`src/hw/rtl/wino_pkg.sv`:
```
// Package with shared types and constants of the Winograd tile unit.
`default_nettype none
package wino_pkg;
  localparam int unsigned ACC_W = 48;
  localparam int unsigned OUT_W = 42;
  localparam int unsigned V_W = 18;
  localparam int unsigned U_W = 20;
  localparam int unsigned SUM_W = 52;
  localparam int unsigned LANES = 16;
  localparam logic [1:0] LAST_ROW = 2'd3;

  typedef enum logic [1:0] {
    ST_IDLE,
    ST_MUL,
    ST_ACC,
    ST_OUT
  } state_t;

  typedef struct packed {
    logic mul_en;
    logic acc_en;
    logic clear;
  } lane_ctl_t;
endpackage
`default_nettype wire

```
`src/hw/rtl/wino_merge.sv`:
```
// Output stage: applies A^T M A over the lane accumulators and scales by one quarter.
`default_nettype none
module wino_merge (
  input  wire logic signed [wino_pkg::ACC_W-1:0] m [wino_pkg::LANES],
  output logic [wino_pkg::OUT_W-1:0]             y [4]
);
  logic signed [wino_pkg::SUM_W-1:0] me [16];
  logic signed [wino_pkg::SUM_W-1:0] a0 [4];
  logic signed [wino_pkg::SUM_W-1:0] a1 [4];
  logic signed [wino_pkg::SUM_W-1:0] s [4];

  always_comb begin
    for (int k = 0; k < 16; k++) me[k] = wino_pkg::SUM_W'(m[k]);
    for (int j = 0; j < 4; j++) begin
      a0[j] = me[j] + me[4+j] + me[8+j];
      a1[j] = me[4+j] - me[8+j] - me[12+j];
    end
    s[0] = a0[0] + a0[1] + a0[2];
    s[1] = a0[1] - a0[2] - a0[3];
    s[2] = a1[0] + a1[1] + a1[2];
    s[3] = a1[1] - a1[2] - a1[3];
    for (int k = 0; k < 4; k++) y[k] = s[k][wino_pkg::OUT_W+1:2];
  end
endmodule
`default_nettype wire

```
`config.mk`:
```
export PLATFORM = sky130hd
export DESIGN_NAME = wino_merge
export DESIGN_NICKNAME = d
export VERILOG_FILES = /design/src/hw/rtl/wino_pkg.sv /design/src/hw/rtl/wino_merge.sv
export SDC_FILE = /design/constraint.sdc
export NUM_CORES = 2
export LEC_CHECK = 0
export ABC_AREA = 1
export BUFFER_PORTS_ARGS = -buffer_cell sky130_fd_sc_hd__buf_2
export CORE_AREA = 2 2 363 365
export DETAILED_ROUTE_END_ITERATION = 12
export DIE_AREA = 0 0 365 367
export SYNTH_ARGS = -nofsm -noshare
export SYNTH_HDL_FRONTEND = slang
export SYNTH_SLANG_ARGS = --single-unit
```
`constraint.sdc`:
```
create_clock -name vclk -period 12
set_input_delay 0.6 -clock vclk [all_inputs]
set_output_delay 0.6 -clock vclk [all_outputs]
set_load 0.005 [all_outputs]
```
==> impl_metrics.env <==
export IMPL_grt_pass1_vias=42400
export IMPL_ys_seq_area_share_pct=0
export IMPL_min_period_ps=9850
export IMPL_endpoint_kind="primary output"
export IMPL_outcome="finished, final reports clean"
export IMPL_nClkBuffers=0
export IMPL_required_ps=11400
export IMPL_rsz0062_at_grt="no"
export IMPL_setup_violations=0
export IMPL_dr_pass1_iters=6
export IMPL_cp_common_cell="inv_1"
export IMPL_post_cts_resized=0
export IMPL_synth_area_leaders="fa_1 (35%), inv_1 (14%), ha_1 (11%), nand2_1 (8.9%), a21oi_1 (5.2%)"
export IMPL_wl_met3_um=18800
export IMPL_ys_types=55
export IMPL_yosys_area_share_simple_pct=18.9
export IMPL_dieArea_um2=134000
export IMPL_syn_instance_count=5562
export IMPL_pre_cts_ws_ps=2480
export IMPL_postLayoutCellArea_um2=46000
export IMPL_drv_slew=0
export IMPL_drive_gt1_share_pct=15.0
export IMPL_synth_top_family_by_area="adder cells"
export IMPL_min_period_over_period_pct=82.1
export IMPL_dp_hpwl_um=231000
export IMPL_synth_top_area_share_pct=34.9
export IMPL_critPathLaunchType="input port"
export IMPL_wl_met1_um=103000
export IMPL_drt_iter0_drc=4085
export IMPL_fin_util_pct=35.2
export IMPL_post_drt_wl_per_cell_um=29.7
export IMPL_post_cts_buffers=0
export IMPL_syn_nets=7360
export IMPL_syn2layout_area_growth_pct=16.8
export IMPL_hp_class="in2out"
export IMPL_coreArea_um2=130000
export IMPL_die_w_um=365
export IMPL_crit_path_max_incr_delay_ps=560
export IMPL_globalplace_congestion=1.08
export IMPL_vias_per_cell=5.14
export IMPL_crit_arrival_ps=9250
export IMPL_synthAdderAreaFrac_pct=45.8
export IMPL_synthMuxAreaShare_pct=0
export IMPL_yosysWarnings=0
export IMPL_ctsHoldBuffers=0
export IMPL_synth_top_cell_by_area="fa_1"
export IMPL_worst_pin_slew_ps=1300
export IMPL_wirelength_um=243000
export IMPL_hold_violations=0
export IMPL_rows=133
export IMPL_netlist_top_cells_count="inv_1 (1466), nand2_1 (934), fa_1 (685)"
export IMPL_fmax_mhz=101
export IMPL_grt_overflow_total=0
export IMPL_grt_max_degree=8
export IMPL_seq_area_um2=0
export IMPL_wl_met2_um=109000
export IMPL_criticalPathCategory="in2out"
export IMPL_drc_errors=0
export IMPL_seq_cells=0
export IMPL_fin_ws_ps=2150
export IMPL_ant_nets=0
export IMPL_dpl_cell_area_um2=45900
export IMPL_slew_headroom_pct=13.2
export IMPL_synth_compound_area_share_pct=14.1
export IMPL_floorplan_initialDensity_pct=30.1
export IMPL_postSynthAreaPerCell_um2=7.07
export IMPL_cap_violations=0
export IMPL_synth_most_common_cell="inv_1"
export IMPL_slowest_stage="xor2_1"
export IMPL_grt_pass1_wl_um=329000
export IMPL_track_usage_pct=35.5
export IMPL_dr_max_layer_used="met5"
export IMPL_die_h_um=367
export IMPL_io_buffers=872
export IMPL_antenna_found_initial=49
export IMPL_ios=936
export IMPL_worstPathMaxFanout=5
export IMPL_synth_xor_area_share_pct=7.19
export IMPL_vias=42200
export IMPL_finalSetupTns_ps=0
export IMPL_synth_area_um2=39300
export IMPL_nets=8237
-- cells in the final DEF (no fill, tap or decap), types with 7 or more instances in the layout --
cell type,synthesis,routed
o211ai_1,11,11
nor3_1,48,48
o21ai_2,16,16
nor4_1,21,21
nor2_1,481,481
o21ai_0,249,249
nand4_1,40,40
a221oi_1,9,9
buf_2,1,872
inv_1,1466,1466
o21a_1,14,14
nor2_2,7,7
and3_1,13,13
diode_2,0,15
nand2_2,15,15
xor2_1,206,206
a21boi_0,15,15
nand2_1,934,934
ha_1,345,345
xnor2_1,113,113
a21oi_1,409,409
a21o_1,66,66
o21bai_1,46,46
a21oi_2,12,12
nand3_1,198,198
nand3_2,9,9
o21ai_1,14,14
fa_1,685,685
a31oi_1,60,60
-- per-stage QoR --
stage	hold WS, ps	std cells
after floorplan	1560	5562
final	1990	8207
after detailed placement	1980	8192
after global routing	2020	8198
after global placement	1980	8192
after CTS	1980	8192
-- worst paths after layout --
path / startpoint / endpoint / slack [ps] / cells after the start
setup / recovery: m[240] / y[36] / 2150 / 34
hold / removal: m[619] / y[125] / 1990 / 7
-- cell families after synthesis --
kind of cell    after synthesis
simple gates               1789
buf+inv                    1470
fa+ha+maj                  1030
compound gates              952
xor+xnor                    321
-- per-layer routing --
layer,vias up,track usage (%)
met3,301,5.25
li1,18900,-
met1,21000,48.0
met2,1925,57.0
met5,-,0.545
met4,38,13.6
-- layout make-up --
type	count	area (um^2)
multi-input combinational	4092	33800
inverter	1469	5510
tap	1755	2200
fill	14600	84500
antenna	15	37.5
timing repair buffer	876	4390
-- critical path, delay by kind of cell --
kind,cells,cell delay (ps)
AND/OR/NAND/NOR,7,1430
AO/OA/AOI/OAI,9,2200
adder cells (fa/ha/maj),7,2930
XOR/XNOR,2,880
buffers and inverters,9,1190
