### src/hw/rtl/wino_pkg.sv
// Package with shared types and constants of the Winograd tile unit.
`default_nettype none
package wino_pkg;
  localparam int unsigned ACC_W = 48;
  localparam int unsigned OUT_W = 42;
  localparam int unsigned V_W = 18;
  localparam int unsigned U_W = 20;
  localparam int unsigned SUM_W = 52;
  localparam int unsigned LANES = 16;
  localparam logic [1:0] LAST_ROW = 2'd3;

  typedef enum logic [1:0] {
    ST_IDLE,
    ST_MUL,
    ST_ACC,
    ST_OUT
  } state_t;

  typedef struct packed {
    logic mul_en;
    logic acc_en;
    logic clear;
  } lane_ctl_t;
endpackage
`default_nettype wire

### src/hw/rtl/wino_lane.sv
// One lane: multiplies one Winograd-domain pair and accumulates the product.
`default_nettype none
module wino_lane (
  input  wire logic                               clk,
  input  wire logic                               rst_n,
  input  wire wino_pkg::lane_ctl_t                ctl,
  input  wire logic signed [wino_pkg::V_W-1:0]    v_in,
  input  wire logic signed [wino_pkg::U_W-1:0]    u_in,
  output logic signed [wino_pkg::ACC_W-1:0]       acc
);
  logic signed [wino_pkg::V_W+wino_pkg::U_W-1:0] prod_r;
  logic signed [wino_pkg::ACC_W-1:0] acc_r, acc_nxt;

  always_ff @(posedge clk) begin
    if (ctl.mul_en) prod_r <= v_in * u_in;
  end

  always_comb begin
    acc_nxt = acc_r;
    if (ctl.acc_en) acc_nxt = acc_r + wino_pkg::ACC_W'(prod_r);
    if (ctl.clear) acc_nxt = '0;
  end

  always_ff @(posedge clk) begin
    if (!rst_n) acc_r <= '0;
    else acc_r <= acc_nxt;
  end

  assign acc = acc_r;
endmodule
`default_nettype wire

### config.mk
export PLATFORM = sky130hd
export DESIGN_NAME = wino_lane
export DESIGN_NICKNAME = d
export VERILOG_FILES = /design/src/hw/rtl/wino_pkg.sv /design/src/hw/rtl/wino_lane.sv
export SDC_FILE = /design/constraint.sdc
export NUM_CORES = 1
export LEC_CHECK = 0
export ABC_CLOCK_PERIOD_IN_PS = 10400
export BUFFER_PORTS_ARGS = -buffer_cell sky130_fd_sc_hd__buf_2
export CAP_MARGIN = 30
export CORE_AREA = 4 4 256 258
export CTS_BUF_LIST = sky130_fd_sc_hd__clkbuf_16
export CTS_CLUSTER_DIAMETER = 30
export DETAILED_ROUTE_END_ITERATION = 10
export DIE_AREA = 0 0 260 262
export GPL_TIMING_DRIVEN = 0
export HOLD_SLACK_MARGIN = 0.06
export REMOVE_ABC_BUFFERS = 1
export SLEW_MARGIN = 5
export SYNTH_ARGS = -nofsm -noshare
export SYNTH_HDL_FRONTEND = slang
export SYNTH_SLANG_ARGS = --single-unit
### constraint.sdc
create_clock -name clk -period 10.4 [get_ports clk]
set_input_delay 1.04 -clock clk [delete_from_list [all_inputs] [get_ports clk]]
set_output_delay 1.04 -clock clk [all_outputs]
set_load 0.005 [all_outputs]
==> flow_summary.yaml <==
outcome:
  status: "complete, no violations"
layout:
  postLayoutCoreUtil_pct: 32.4
  final_common_cell: "inv_1"
  fin_nets: 2660
  mostFrequentLayoutCells: "inv_1 (453), fa_1 (362), nand2_1 (219)"
  area_growth_pct: 8.86
  drive_gt1_share_pct: 6.33
yosys:
  yosysTopAreaCell: "fa_1"
  netlist_instances: 2086
  ys_top_cells_by_area: "fa_1 (39%), ha_1 (9.6%), inv_1 (9.1%)"
  synth_warnings: 0
  synthArstFlopShare_pct: 0
  ys_ff_latch: 86
  postSynthAreaPerCell_sq_um: 9.00
  netlist_area_sq_um: 18800
  yosysTopAreaCellShare_pct: 38.6
  synth-edff-count: 38
  ys_seq_area_share_pct: 11.2
  ys_types: 68
  ys.flop_type: "dfxtp_1"
die:
  dieHeight_microns: 262
  die_x_microns: 260
  die_area_sq_um: 68100
  initial_utilization_pct: 29.8
  io_pins: 91
  coreArea_sq_um: 63000
  rows: 92
worst_setup_path:
  worstPathArrival_ps: 7410
  cp_slowest_cell: "clkinv_1"
  crit_chain: "buf_2 -> clkinv_1 -> nor2_1 -> fa_1 -> fa_1 -> fa_1 -> fa_1 -> fa_1 -> inv_1 -> fa_1 -> inv_1 -> ha_1 -> a21o_1 -> a21o_1 -> a21o_1 -> a21o_1 -> a2111oi_4 -> a211oi_2 -> o21ai_0 -> a21oi_1 -> nand4b_1"
  slowest_delay_ps: 620
  crit_cells: 21
  critical_path_required_ps: 10480
  start_kind: "input pin"
  crit_type: "input pin to flop"
  crit_path_end_kind: "flop"
  worstPathMaxFanout: 17
  crit_buf_inv: 4
  ff2ff_path_depth: 8
  path_common_cell: "fa_1"
  critPathTopFamily: "adder cells"
global_route:
  grt_pass1_vias: 15015
  grt.overflow.total: 0
  antenna_found_initial: 8
  grt_pass1_wl_mm: 78.2
  grt_max_degree: 39
  grt.total_usage_pct: 14.1
cts:
  hold_buffers: 0
  clkLatencyLatePin_ps: 360
  cts_max_level: 3
  cts_setup_buffers: 0
  cts_resized: 0
  clkSinkCount: 86
  cts_inserted_buffers: 9
  cts_buffer_depth: 2
  clk_pin_slew_ps: 70
  root_buffer: "clkbuf_16"
  cts_tree: "yes"
drt:
  drcViolationCount: 0
  vias_per_cell: 4.65
  first_pass_iters: 7
  wl_per_cell_microns: 15.7
  routed_wl_mm: 46.5
  first_iter_violations: 720
  via_count: 13803
  drtAntennaViolNets: 0
timing:
  tightest_slew_ps: 884
  finalCritPeriodShare_pct: 70.5
  finalCriticalPeriod_ps: 7330
  slew_headroom_pct: 41.0
  rsz0062_at_grt: "false"
  slew_violations: 0
  fmax_mhz: 136
  finalSetupTns_ps: 0
  setup_viol: 0
  fin_worst_skew_ps: 11.4
  finalHoldViolCount: 0
hold_path:
  hold_class: "flop to flop"
  min_path_cells: 2
place:
  port_buffers: 90
  gp_congestion: 0.857
  dpl.hpwl_mm: 38.5
job:
  maxCapViolCount: 0
## flip-flops by register name, indices dropped and copies added (netlist names)
name,flops
acc,48
prod_r,38
## worst register-to-register path: cells and delay by family, from the launching register on
| kind | cells | cell delay, ps |
|---|---|---|
| buffers and inverters | 1 | 110 |
| AO/OA/AOI/OAI | 5 | 1500 |
| multiplexers | 1 | 150 |
| flip-flops | 1 | 640 |
| adder cells (fa/ha/maj) | 1 | 510 |
## layer usage
metal  track usage (%)  wire length [microns]  vias to the layer above
met5                 0                     27                        -
met2              25.5                  23300                      284
li1                  -                      -                     6519
met3              1.87                   2180                       51
met1              18.0                  20300                     6945
met4              3.07                    661                        4
## worst paths after layout
kind | start | endpoint | slack, ps
max reg2reg | prod_r[37] | acc[43] | 7400
min reg2reg | acc[40] | acc[40] | 500
min | acc[40] | acc[40] | 500
max | v_in[17] | prod_r[37] | 3070
## synthesized netlist by cell type, drive strengths merged, types with 27 or more instances
cell and number:
inv 453, fa 362, nand2 220, and2 182, ha 144, a21oi 85
nor2 82, clkbuf 75, dfxtp 48, a21o 43, o21ai 43, xnor2 42
edfxtp 38, nand3 27
## layout make-up
| type | count | area, sq um |
|---|---|---|
| repair buffers | 94 | 546 |
| clock inverters | 6 | 91.3 |
| well taps | 846 | 1060 |
| multi-input cells | 1466 | 14700 |
| inverters | 454 | 1700 |
| flip-flops and latches | 86 | 2100 |
| diodes | 5 | 12.5 |
| fillers | 6505 | 42500 |
| clock buffers | 10 | 250 |
## stage by stage
stage               hold WS, ps  cells  setup slack (ps)  area, sq um
floorplan                   474   2006              3700        18500
global placement            489   2942              2660        20000
detailed placement          493   2946              2670        20100
CTS                         503   2962              3030        20400
global route                532   2964              2660        20400
finish                      498   2967              3070        20400
## logic make-up after synthesis
group | after synthesis | synth area share [%]
compound gates | 274 | 9.85
xor+xnor | 61 | 2.85
fa+ha+maj | 506 | 48.2
buf+inv | 534 | 10.7
flops | 86 | 11.2
mux | 25 | 1.34
simple gates | 600 | 15.9
Power is not shown: default switching activity piles up to over one toggle a cycle in this logic, so the estimate is an artifact.
